### src/hdl/tms_root.sv
// ----------------------------------------------------------------------------
// tms_root
// Shared iterative unit: floor square root of a 128-bit radicand, one result
// bit per cycle (restoring method), or restoring division of a 64-bit dividend
// by a divisor, one quotient bit per cycle.
// ----------------------------------------------------------------------------
module tms_root (
	input  logic         clk,
	input  logic         arst_n,
	input  logic         start,
	input  logic         is_div,
	input  logic [127:0] opa,
	input  logic [63:0]  opb,
	output logic         done,
	output logic [63:0]  result
);
	logic [127:0] rad_q;
	logic [65:0]  rem_q;
	logic [63:0]  res_q;
	logic [63:0]  dvs_q;
	logic [6:0]   cnt_q;
	logic         busy_q;
	logic         div_q;
	logic [65:0]  trial;
	logic [65:0]  sub;
	logic [66:0]  diff;

	// one step: root shifts in two bits, division shifts in one
	always_comb begin
		if (div_q) begin
			trial = {rem_q[64:0], rad_q[127]};
			sub   = {2'b00, dvs_q};
		end else begin
			trial = {rem_q[63:0], rad_q[127:126]};
			sub   = {res_q, 2'b01};
		end
		diff = {1'b0, trial} - {1'b0, sub};
	end

	always_ff @(posedge clk or negedge arst_n) begin
		if (!arst_n) begin
			busy_q <= 1'b0;
			cnt_q  <= '0;
			done   <= 1'b0;
		end else begin
			done <= 1'b0;
			if (start) begin
				busy_q <= 1'b1;
				cnt_q  <= 7'd64;
			end else if (busy_q) begin
				cnt_q <= cnt_q - 7'd1;
				if (cnt_q == 7'd1) begin
					busy_q <= 1'b0;
					done   <= 1'b1;
				end
			end
		end
	end

	always_ff @(posedge clk) begin
		if (start) begin
			rad_q <= opa;
			dvs_q <= opb;
			div_q <= is_div;
			rem_q <= '0;
			res_q <= '0;
		end else if (busy_q) begin
			rad_q <= div_q ? {rad_q[126:0], 1'b0} : {rad_q[125:0], 2'b00};
			if (!diff[66]) begin
				rem_q <= diff[65:0];
				res_q <= {res_q[62:0], 1'b1};
			end else begin
				rem_q <= trial;
				res_q <= {res_q[62:0], 1'b0};
			end
		end
	end

	assign result = res_q;
endmodule

### config.mk
export PLATFORM = sky130hd
export DESIGN_NAME = tms_root
export DESIGN_NICKNAME = d
export VERILOG_FILES = /design/src/hdl/tms_root.sv
export SDC_FILE = /design/constraint.sdc
export NUM_CORES = 1
export LEC_CHECK = 0
export BUFFER_PORTS_ARGS = -buffer_cell sky130_fd_sc_hd__buf_2
export CAP_MARGIN = 20
export CORE_UTILIZATION = 63
export DETAILED_ROUTE_END_ITERATION = 16
export HOLD_SLACK_MARGIN = 0.15
export PLACE_DENSITY = 0.84
export SKIP_CTS_REPAIR_TIMING = 1
export SLEW_MARGIN = 20
export SYNTH_ARGS = -nofsm -noshare
export SYNTH_HDL_FRONTEND = slang
export SYNTH_SLANG_ARGS = --single-unit
export TNS_END_PERCENT = 5
### constraint.sdc
create_clock -name clk -period 8.6 [get_ports clk]
set_input_delay 0.86 -clock clk [delete_from_list [all_inputs] [get_ports clk]]
set_output_delay 0.86 -clock clk [all_outputs]
set_load 0.1 [all_outputs]
== Word level (Yosys, flattened, before mapping) ==
Index checks and enable logic that the tools add are counted.
Operators by class
  add/sub/neg operators: 2
  eq/ne operators: 1
  mux-type cells: 15
  reductions and logical operators: 1
Operators with widths (number)
  $mux W128: 3
  $mux W66: 2
  $sub A66 B66 Y67: 1
  $mux W65: 1
  $mux W7: 2
  $eq A7 B1 Y1 const B: 1
  $mux W1: 7
  $sub A7 B1 Y7 const B: 1
  $reduce_bool A2 Y1: 1
Storage, ports and cells
  register bits: 331
  logic and storage cells: 27

== Logic depth before layout (Yosys ltp) ==
Gate-level depths: netlist of run 1.
  depth after elaboration: 4
  gate-level depth with buffers: 20

== Worst setup path after synthesis of run 1 ==
OpenSTA, ideal clock, no wires.
  path type: reg2reg
  start: reg div_q
  end: reg rem_q[38]
  setup time: 0.125 ns
  arrival: 5.031 ns
  data required time: 8.475 ns
  slack: 3.444 ns
  cell stages (with the launch flop): 21
  clock period less this slack: 5.156 ns
  cells stage by stage: edfxtp_1 -> clkbuf_1 -> clkbuf_1 -> buf_1 -> clkbuf_1 -> buf_1 -> mux2i_1 -> ha_1 -> clkbuf_1 -> o21a_1 -> o2111a_1 -> o21ai_1 -> a21oi_1 -> a21oi_1 -> o31a_1 -> o41a_1 -> clkbuf_1 -> buf_2 -> buf_2 -> a32oi_1 -> o21ai_0
On the way
  word-level cells in the longest chain between the ends: 3
  elaborated cells between the ends (all ways): 4
  those cells by class: add/sub (1); mux (3)
Ends and longest elaborated chain
  from (decl): RTL line 23  | logic div_q;
  from (signal assigned): RTL line 64  | div_q <= is_div;
  $mux W66: RTL line 30  | if (div_q) begin
  $sub A66 B66 Y67: RTL line 37  | diff = {1'b0, trial} - {1'b0, sub};
  $mux W65 (*): RTL line 69  | if (!diff[66]) begin
  to (signal assigned): RTL line 70  | rem_q <= diff[65:0];
  to (signal assigned): RTL line 73  | rem_q <= trial;
  to (decl): RTL line 18  | logic [65:0] rem_q;
Every way passes the cells marked *; elsewhere a longest branch is shown, timed or not.
A chain may end at the register's enable or synchronous reset.

== Worst setup path in the final report of run 1 ==
  start: reg div_q
  end: reg rem_q[9]
The elaborated chain is that of the path after synthesis.

==> flow_summary.json, run 1 <==
{
  "portBuffers": 260,
  "cts_buffer_depth": 3,
  "antenna_found_initial": 2,
  "drc": 0,
  "final_hold_viol_count": 0,
  "root_buffer": "clkbuf_16",
  "ios": 261,
  "worst_slack_ns": 2.93,
  "clockPowerShare_pct": 23.2,
  "fmax_mhz": 176,
  "cts_sinks": 331,
  "rows": 63,
  "cts_tree": "done",
  "netlist_area_um2": 19100,
  "gp_congestion": 0.977,
  "path_clk_slew_ns": 0.06,
  "p_per_area_nw_per_um2": 294,
  "p_leak_nw": 9.92,
  "ys_seq_area_share_pct": 45.0,
  "switchingPower_mw": 2.43,
  "synth_top_area_cell": "edfxtp_1",
  "dr.pass1.iters": 6,
  "wl_mm": 44.5,
  "cts_max_level": 2,
  "final_nets": 2400,
  "synthSimpleGateAreaFrac_pct": 12.7,
  "drv_slew": 0,
  "die-height_um": 176,
  "gr-usage-all-layers_pct": 27.9,
  "rsz0062_at_grt": "no",
  "synth_edf_count": 193,
  "wl_per_cell_um": 17.4,
  "synth-warning-count": 0,
  "synth_nets": 2216,
  "outcome": "finished clean",
  "tightest_slew_ns": 1.12,
  "die_x_um": 176,
  "worstSetupPathType": "reg -> reg",
  "final_antenna_net_count": 0,
  "place_hpwl_mm": 30.6,
  "place_ws_ns": 3.09,
  "synth_fa_ha_area_share_pct": 4.56,
  "clock_latency_ns": 0.52,
  "placed_cells": 2487,
  "relSlewSlack_pct": 25.2,
  "drtIter0Drc": 1231,
  "postSynthCellCount": 1951,
  "synth-seq-cells": 331,
  "worstPathMaxFanout": 139,
  "drive_gt1_share_pct": 18.4,
  "switching_share_pct": 38.2,
  "synth_cell_types": 67,
  "cp.required_ns": 9.03,
  "gr-total-overflow": 0,
  "numCtsBuffers": 36,
  "synth-xor-area-share_pct": 2.61,
  "synth_top_area_share_pct": 30.3,
  "grt_max_degree": 140,
  "whs_ns": 0.193,
  "period_minus_slack_ns": 5.67,
  "setup_viol": 0,
  "syn2layout_area_growth_pct": 13.3,
  "startpoint_type": "register",
  "ir_worst_vdd_v": 0.000225,
  "synth_top_family_by_area": "multiplexers",
  "endpoint_kind": "register",
  "start_util_pct": 64.3,
  "synth_ff_type": "edfxtp_1",
  "grt_pass1_wl_mm": 71.1,
  "min_period_over_period_pct": 65.9,
  "async_flop_share_pct": 2.72,
  "viasPerCell": 6.04,
  "fillers": 2170,
  "die_area_um2": 31000,
  "synthMuxAreaShare_pct": 17.5,
  "instances_no_fill": 2552,
  "core_um2": 29700,
  "maxCapViolCount": 0,
  "synth_compound_area_share_pct": 14.5,
  "fin_tns_setup_ns": 0,
  "seqPwrFrac_pct": 33.1,
  "power.total_mw": 6.36,
  "num_vias": 15424,
  "intPower_mw": 3.93,
  "hp-class": "in -> async",
  "grt_pass1_vias": 14540,
  "synth_top_cells_by_area": "edfxtp_1, mux2i_1, dfxtp_1",
  "crit_arrival_ns": 6.10,
  "p_comb_share_pct": 43.7,
  "finalClockSkew_ns": 0.0201,
  "avgSynthCellArea_um2": 9.79
}
==> final timing paths <==
kind	from	to	slack, ns	cells past startpoint
worst max-delay path	div_q	rem_q[9]	2.93	14
worst min-delay path	arst_n	cnt_q[3]	0.19	1
worst max register to register	div_q	rem_q[9]	2.93	14
worst min register to register	rem_q[24]	rem_q[24]	0.48	2
max in group asynchronous	arst_n	busy_q	8.19	1
min in group clk	rem_q[24]	rem_q[24]	0.48	2
==> state kept, by name, indices dropped and copies added, names as in the netlist <==
register	flops
rad_q	128
done	1
result	64
cnt_q	7
dvs_q	64
div_q	1
busy_q	1
rem_q	65
==> per-stage QoR <==
stage,utilization (%),area (um2)
global route,72.8,21600
floorplan,-,19100
finish,72.8,21600
global placement,69.1,20500
detailed placement,69.1,20500
CTS,72.8,21600
==> per-layer routing <==
| layer | track usage, % | routed length, um | vias to the layer above | part of all wire [%] |
|---|---|---|---|---|
| met5 | 0 | 21 | - | 0.047 |
| met4 | 8.26 | 1110 | 4 | 2.5 |
| met3 | 3.77 | 2910 | 95 | 6.5 |
| met2 | 46.2 | 20700 | 521 | 47 |
| met1 | 38.0 | 19700 | 7299 | 44 |
| li1 | - | - | 7505 | - |
==> area by class of cell <==
type                            count  area (um2)  area share [%]
Timing Repair Buffer              275        1440            6.64
Antenna cell                        1        2.50          0.0116
Multi-Input combinational cell   1468        9910            45.8
Tap cell                          390         488            2.25
Inverter                           23        88.8           0.410
Clock buffer                       49         970            4.48
Sequential cell                   331        8610            39.8
Clock inverter                     15         145           0.670
==> critical path, cell delays in order, from the launching register on <==
cell and delay [ns]:
edfxtp_1 0.41, buf_12 0.52, mux2i_1 0.25, ha_1 0.29
fa_1 0.39, nand2b_1 0.20, a21oi_1 0.24, o21ai_1 0.16
a21oi_1 0.32, a21oi_1 0.28, o31a_1 0.46, o41a_2 0.70
buf_4 0.37, o41a_1 0.47, a211oi_1 0.21
==> logic make-up after synthesis <==
| kind of cell | count (synthesis) |
|---|---|
| adder cells (fa/ha/maj) | 69 |
| flip-flops | 331 |
| buffers and inverters | 152 |
| multiplexers | 326 |
| XOR/XNOR | 57 |
| AO/OA/AOI/OAI | 445 |
| AND/OR/NAND/NOR | 571 |
==> cells in the mapped netlist, types with 30 or more instances <==
master,n
nand2_1,296
mux2i_1,261
edfxtp_1,193
o21ai_0,174
nor2_1,159
dfxtp_1,129
a21oi_1,102
clkbuf_1,96
ha_1,68
mux2_2,65
a311oi_1,49
xnor2_1,31
a21o_1,30
==> power groups by stage <==
stage / sequential (mW) / combinational, mW / clock [mW]
3_5_place_dp: 2.13 / 2.70 / 0
6_report: 2.10 / 2.78 / 1.48
5_1_grt: 2.13 / 3.06 / 1.57
3_3_place_gp: 2.12 / 2.64 / 0
2_1_floorplan: 2.11 / 2.13 / 0
4_1_cts: 2.10 / 2.73 / 1.50
==> placed cells by master (no fill, tap or decap), types with 7 or more instances in the layout <==
master | Yosys | final
nand3_1 | 18 | 18
or3_1 | 8 | 8
o21a_1 | 7 | 7
clkbuf_1 | 96 | 11
edfxtp_1 | 193 | 193
o21bai_1 | 17 | 17
ha_1 | 68 | 68
a21oi_1 | 102 | 102
nor2_1 | 159 | 159
a21o_1 | 30 | 30
o211ai_1 | 9 | 9
dfrtp_1 | 9 | 8
dfxtp_1 | 129 | 129
xor2_1 | 26 | 26
a211oi_1 | 9 | 9
nand2_1 | 296 | 296
inv_1 | 23 | 22
nor3_1 | 13 | 13
and2_1 | 11 | 11
o21ai_0 | 174 | 174
a311oi_1 | 49 | 49
buf_2 | 12 | 259
nand2b_1 | 12 | 12
mux2i_1 | 261 | 261
nand4_1 | 19 | 19
mux2_2 | 65 | 65
clkbuf_16 | 0 | 36
buf_4 | 0 | 14
xnor2_1 | 31 | 31
Power figures use the tool's default switching activity.
==> inputs of run 2 (changes only) <==
--- a/config.mk
+++ b/config.mk
@@ -7,10 +7,10 @@
 export LEC_CHECK = 0
 export BUFFER_PORTS_ARGS = -buffer_cell sky130_fd_sc_hd__buf_2
 export CAP_MARGIN = 20
-export CORE_UTILIZATION = 63
+export CORE_UTILIZATION = 59
 export DETAILED_ROUTE_END_ITERATION = 16
 export HOLD_SLACK_MARGIN = 0.15
-export PLACE_DENSITY = 0.84
+export PLACE_DENSITY = 0.8
 export SKIP_CTS_REPAIR_TIMING = 1
 export SLEW_MARGIN = 20
 export SYNTH_ARGS = -nofsm -noshare
==> constraint.sdc (replaced) <==
create_clock -name clk -period 5.45 [get_ports clk]
set_input_delay 0.545 -clock clk [delete_from_list [all_inputs] [get_ports clk]]
set_output_delay 0.545 -clock clk [all_outputs]
set_load 0.1 [all_outputs]
==> run 2 against run 1 <==
Effect of this change:
- flip-flop and latch count did not move
- first-iteration DRC count fell by 19%
- core utilization fell by 4.1 points
- hold slack improved by 0.0025 ns
- non-clock buffer count rose by 10
- global-route usage fell by 1.1 points
- clock skew fell by 0.0042 ns
- combinational power rose by 60%
- wire length rose by 1.9%
- final area rose by 0.80%
- final cell count rose by 1.0%
- critical endpoint is now rem_q[57]
- largest cell class unchanged
==> flow_summary.json, run 2 (same netlist as run 1, synthesis figures left out) <==
{
  "outcome": "finished clean",
  "cts_max_level": 2,
  "drv_slew": 0,
  "num_vias": 15312,
  "startpoint_type": "register",
  "clock_latency_ns": 0.52,
  "die-height_um": 182,
  "antenna_found_initial": 5,
  "dr.pass1.iters": 5,
  "cts_buffer_depth": 3,
  "fmax_mhz": 206,
  "setup_viol": 0,
  "finish.utilization_pct": 68.8,
  "finalClockSkew_ns": 0.0159,
  "portBuffers": 260,
  "fin_tns_setup_ns": 0,
  "rows": 65,
  "mostFrequentLayoutCells": "nand2_1, mux2i_1, buf_2",
  "die_area_um2": 33100,
  "final_hold_viol_count": 0,
  "syn2layout_area_growth_pct": 14.2,
  "cp.required_ns": 5.81,
  "grt_max_degree": 114,
  "final-seq-area_um2": 8610,
  "place_hpwl_mm": 31.7,
  "tightest_slew_ns": 0.971,
  "top_register": "rad_q",
  "p_leak_nw": 10.0,
  "multi_input_area_um2": 9910,
  "worstPathMaxFanout": 66,
  "worstSetupPathType": "reg -> reg",
  "die_x_um": 182,
  "maxCapViolCount": 0,
  "cts_tree": "done",
  "crit_arrival_ns": 5.22,
  "root_buffer": "clkbuf_16",
  "path_clk_slew_ns": 0.06,
  "numCtsBuffers": 36,
  "ios": 261,
  "cts_sinks": 331,
  "holdCritStartpoint": "opb[7]",
  "rsz0062_at_grt": "no",
  "drc": 0,
  "final_nets": 2410,
  "start_util_pct": 60.2,
  "drive_gt1_share_pct": 19.0,
  "relSlewSlack_pct": 35.3,
  "final_antenna_net_count": 0,
  "gr-total-overflow": 0,
  "wl_per_cell_um": 17.6,
  "endpoint_kind": "register",
  "reg_top3": "rad_q x128, rem_q x65",
  "period_minus_slack_ns": 4.86,
  "wl_mm": 45.3,
  "ir_worst_vdd_v": 0.000279,
  "layout_commonest_cell": "nand2_1",
  "critPathLaunch": "div_q",
  "largest_register_ffs": 128,
  "gr-usage-all-layers_pct": 26.7,
  "grt_pass1_vias": 14739,
  "fillers": 2472,
  "p_per_area_nw_per_um2": 466,
  "gp_congestion": 0.915,
  "viasPerCell": 5.94,
  "min_period_over_period_pct": 89.1,
  "drtIter0Drc": 997,
  "core_um2": 31700,
  "grt_pass1_wl_mm": 72.8,
  "timing.rr.start": "div_q",
  "hp-class": "in -> reg"
}
[run 2: cell types whose count changed in the layout (fill, tap and decap cells not counted), moves of 2 or more]
cell and change:
clkbuf_8 +3, diode_2 +2, buf_4 +8, clkbuf_1 -2, clkinv_1 -2
[run 2: power breakdown]
group | internal [mW] | switching (mW)
combinational | 1.81 | 2.63
clock | 1.42 | 1.00
sequential | 3.07 | 0.245
total | 6.30 | 3.88
[run 2: layout make-up]
type	instances	share of cell area, %
Sequential cell	331	39.4
Multi-Input combinational cell	1468	45.4
Clock buffer	51	4.71
Timing Repair Buffer	285	7.00
Antenna cell	3	0.0344
Tap cell	402	2.31
Inverter	23	0.407
Clock inverter	15	0.682
[run 2: critical path: stages, from the launching register on]
cell      delay (ns)
edfxtp_1        0.35
buf_4           0.19
buf_12          0.32
mux2_2          0.41
ha_1            0.43
nand4_1         0.23
or2_0           0.28
or4_1           0.52
o31a_1          0.35
o41a_2          0.85
or3_1           0.46
o211ai_1        0.10
a221oi_1        0.11
[run 2: final timing paths]
path,to,slack (ns),depth (start not counted)
max,rem_q[57],0.59,12
min,dvs_q[7],0.20,1
max reg2reg,rem_q[57],0.59,12
min reg2reg,rem_q[18],0.48,2
max in group asynchronous,busy_q,4.83,2
min in group asynchronous,cnt_q[6],0.41,2
[run 2: per-stage QoR]
| stage | setup WS (ns) | total power, mW | hold WS, ns | area (um2) | std cells |
|---|---|---|---|---|---|
| after floorplan | 0.294 | 6.69 | 0.249 | 19100 | 1951 |
| after global placement | 0.779 | 7.60 | 0.414 | 20600 | 2508 |
| after detailed placement | 0.694 | 7.71 | 0.413 | 20600 | 2508 |
| after CTS | 0.675 | 10.2 | -0.138 | 21800 | 2574 |
| after global routing | 0.361 | 10.8 | 0.181 | 21800 | 2577 |
| final | 0.591 | 10.2 | 0.196 | 21800 | 2578 |
[run 2: layer usage]
metal / GRT usage, % / share of wire, % / routed length [um]
met4: 8.87 / 2.7 / 1230
met2: 43.5 / 46 / 20900
met1: 36.5 / 45 / 20500
met3: 4.25 / 5.9 / 2680
met5: 0 / 0.060 / 27
==> inputs of run 3 (changes only) <==
--- a/config.mk
+++ b/config.mk
@@ -5,12 +5,15 @@
 export SDC_FILE = /design/constraint.sdc
 export NUM_CORES = 1
 export LEC_CHECK = 0
+export ABC_AREA = 1
 export BUFFER_PORTS_ARGS = -buffer_cell sky130_fd_sc_hd__buf_2
 export CAP_MARGIN = 20
-export CORE_UTILIZATION = 59
+export CELL_PAD_IN_SITES_DETAIL_PLACEMENT = 0
+export CELL_PAD_IN_SITES_GLOBAL_PLACEMENT = 1
+export CORE_UTILIZATION = 42
 export DETAILED_ROUTE_END_ITERATION = 16
 export HOLD_SLACK_MARGIN = 0.15
-export PLACE_DENSITY = 0.8
+export PLACE_DENSITY = 0.79
 export SKIP_CTS_REPAIR_TIMING = 1
 export SLEW_MARGIN = 20
 export SYNTH_ARGS = -nofsm -noshare
==> run 3 against run 2 <==
Effect of this change:
- hold slack got worse by 0.034 ns
- register-to-register slack better by 0.55 ns
- combinational power down 2%
- die area rose by 55%
- first-iteration DRC count is 68% higher
- critical endpoint is now rem_q[7]
==> flow_summary.json, run 3 <==
{
  "outcome": "finished clean",
  "hold_depth": 1,
  "tightest_slew_ns": 1.04,
  "synth_top_cells_by_area": "edfxtp_1, nand2_1, dfxtp_1",
  "drtIter0Drc": 1677,
  "clockPowerShare_pct": 27.3,
  "synth_cell_types": 35,
  "synth-seq-cells": 331,
  "synth.most_common_cell": "nand2_1",
  "layout_commonest_cell": "nand2_1",
  "startpoint_type": "register",
  "min_to": "dvs_q[57]",
  "rows": 81,
  "ios": 261,
  "path_common_cell": "nand2_1",
  "synth_top_area_share_pct": 27.4,
  "holdCritStartpoint": "opb[57]",
  "dr.pass1.iters": 8,
  "synth_top_area_cell": "edfxtp_1",
  "whs_ns": 0.161,
  "final_area_um2": 24500,
  "synth_ff_type": "edfxtp_1",
  "placed_area_um2": 22900,
  "top_register": "rad_q",
  "gr-usage-all-layers_pct": 28.2,
  "numCtsBuffers": 39,
  "final_nets": 3630,
  "mostFrequentLayoutCells": "nand2_1, inv_1, a21oi_1",
  "cts_sinks": 331,
  "synth_nets": 3425,
  "setup_viol": 0,
  "hp-class": "in -> reg",
  "synth_common_cells": "nand2_1, inv_1, a21oi_1, nor2_1, edfxtp_1",
  "synth-warning-count": 0,
  "r2r-end": "rem_q[7]",
  "finish.utilization_pct": 49.7,
  "async_flop_share_pct": 2.72,
  "fin_tns_setup_ns": 0,
  "gr-total-overflow": 0,
  "switchingPower_mw": 4.34,
  "crit_arrival_ns": 4.80,
  "path_cells": "inv_8 > buf_4 > nand2_1 > nand2_1 > ha_1 > nand2_1 > nor2_2 > inv_2 > nor2_2 > nand2_1 > nor2_1 > nand2_2 > nand2_2 > buf_4 > nand2_1 > nand2_1 > nand2_1 > nand2_1",
  "wl_mm": 72.4,
  "core_um2": 49400,
  "max_stage_delay_ns": 0.56,
  "crit_slowest_cell": "inv_8",
  "cts_buffer_depth": 3,
  "seqPwrFrac_pct": 30.8,
  "fillers": 5111,
  "finalClockSkew_ns": 0.0267,
  "place_hpwl_mm": 54.4,
  "final_antenna_net_count": 0,
  "antenna_found_initial": 6,
  "final_hold_viol_count": 0,
  "ys_seq_area_share_pct": 40.6,
  "rrSetupSlack_ns": 1.14,
  "wl_per_cell_um": 17.8,
  "worstPathMaxFanout": 167,
  "cts_tree": "done",
  "postSynthCellCount": 3160,
  "endpoint_kind": "register",
  "worstSetupPathType": "reg -> reg",
  "relSlewSlack_pct": 30.8,
  "start_util_pct": 42.9,
  "path_clk_slew_ns": 0.06,
  "p_leak_nw": 12.4,
  "ir_worst_vdd_v": 0.000266,
  "grt_pass1_vias": 19639,
  "use_met1_pct": 39.4,
  "die-height_um": 227,
  "rsz0062_at_grt": "no",
  "rr_worst_depth": 18,
  "use_met2_pct": 42.5,
  "grt_busiest_layer": "met2",
  "drc": 0,
  "gr-usage-met3_pct": 8.00,
  "maxCapViolCount": 0,
  "die_x_um": 227,
  "drv_slew": 0,
  "gp_congestion": 1.01,
  "min_period_over_period_pct": 79.1,
  "netlist_area_um2": 21200,
  "p_per_area_nw_per_um2": 425,
  "reg_top3": "rad_q x128, rem_q x65",
  "cp.required_ns": 5.94,
  "clock_latency_ns": 0.56,
  "period_minus_slack_ns": 4.31,
  "syn2layout_area_growth_pct": 15.9,
  "fmax_mhz": 232,
  "grt_pass1_wl_mm": 111,
  "viasPerCell": 5.16,
  "intPower_mw": 6.08,
  "synth_edf_count": 193,
  "switching_share_pct": 41.7,
  "num_vias": 20985,
  "portBuffers": 260,
  "avgSynthCellArea_um2": 6.70,
  "p_comb_share_pct": 41.8,
  "largest_register_ffs": 128,
  "die_area_um2": 51300,
  "grt_max_degree": 207,
  "cts_max_level": 2,
  "drive_gt1_share_pct": 11.2,
  "root_buffer": "clkbuf_16",
  "timing.rr.start": "div_q",
  "critPathLaunch": "div_q"
}
## run 3: changes by cell type in the layout (fill, tap and decap cells not counted), sizes merged, moves of 16 or more
cell,before,now
a21o,30,1
a21oi,102,304
a311oi,49,0
dlygate4sd3,1,22
inv,26,461
mux2,65,0
mux2i,261,1
nand2,296,1167
nand3,18,158
nand4,19,53
nor2,159,249
o21ai,176,106
o21bai,17,1
o22ai,1,63
## run 3: cells by family after synthesis
family	Yosys count	synth area share (%)
AOI/OAI and AO/OA	475	11.6
xor gates and xnor gates	31	1.28
adders and majority gates	69	4.11
buffers and inverters	597	10.9
DFF	331	40.6
muxes	1	0.0473
and+or+nand+nor	1656	31.4
## run 3: routing by layer
layer / part of all wire, % / up-vias
li1: - / 10477
met1: 46 / 9739
met2: 43 / 670
met3: 8.5 / 91
met4: 2.1 / 8
met5: 0.059 / -
## run 3: final cells by class
| type | instances | area [um2] | share of cell area, % |
|---|---|---|---|
| timing repair buffer | 299 | 1670 | 6.79 |
| multi-input combinational | 2232 | 10300 | 41.9 |
| antenna | 3 | 7.51 | 0.0306 |
| sequential | 331 | 8600 | 35.0 |
| inverter | 462 | 1750 | 7.13 |
| clock inverter | 21 | 278 | 1.13 |
| clock buffer | 51 | 1120 | 4.58 |
| tap | 664 | 831 | 3.38 |
## run 3: worst max-delay path by stage
stage | end | depth (start not counted) | slack (ns)
3_5_place_dp | rem_q[14] | 21 | 1.27
2_1_floorplan | rad_q[0] | 4 | 0.34
4_1_cts | rem_q[15] | 22 | 1.22
3_3_place_gp | rem_q[33] | 17 | 1.33
6_report | rem_q[7] | 18 | 1.14
5_1_grt | rem_q[9] | 21 | 0.78
## run 3: stage by stage
stage | worst slack, ns | total power, mW | std cells
6_report | 1.14 | 10.4 | 4063
5_1_grt | 0.783 | 11.1 | 4062
4_1_cts | 1.22 | 10.4 | 4038
3_5_place_dp | 1.27 | 7.52 | 3966
3_3_place_gp | 1.33 | 7.52 | 3966
2_1_floorplan | 0.337 | 6.24 | 3160
## run 3: worst max-delay path, delay by kind of cell, from the launching register on
family                     cells  cell delay (ns)
adders and majority gates      1             0.36
buffers and inverters          4             1.40
DFF                            1             0.51
and+or+nand+nor               13             1.74
## run 3: power by group through the flow
stage | Combinational [mW] | Sequential, mW | Clock, mW
2_1_floorplan | 3.01 | 3.23 | 0
3_3_place_gp | 4.26 | 3.26 | 0
3_5_place_dp | 4.27 | 3.25 | 0
4_1_cts | 4.29 | 3.21 | 2.91
5_1_grt | 4.88 | 3.25 | 2.99
6_report | 4.36 | 3.22 | 2.85
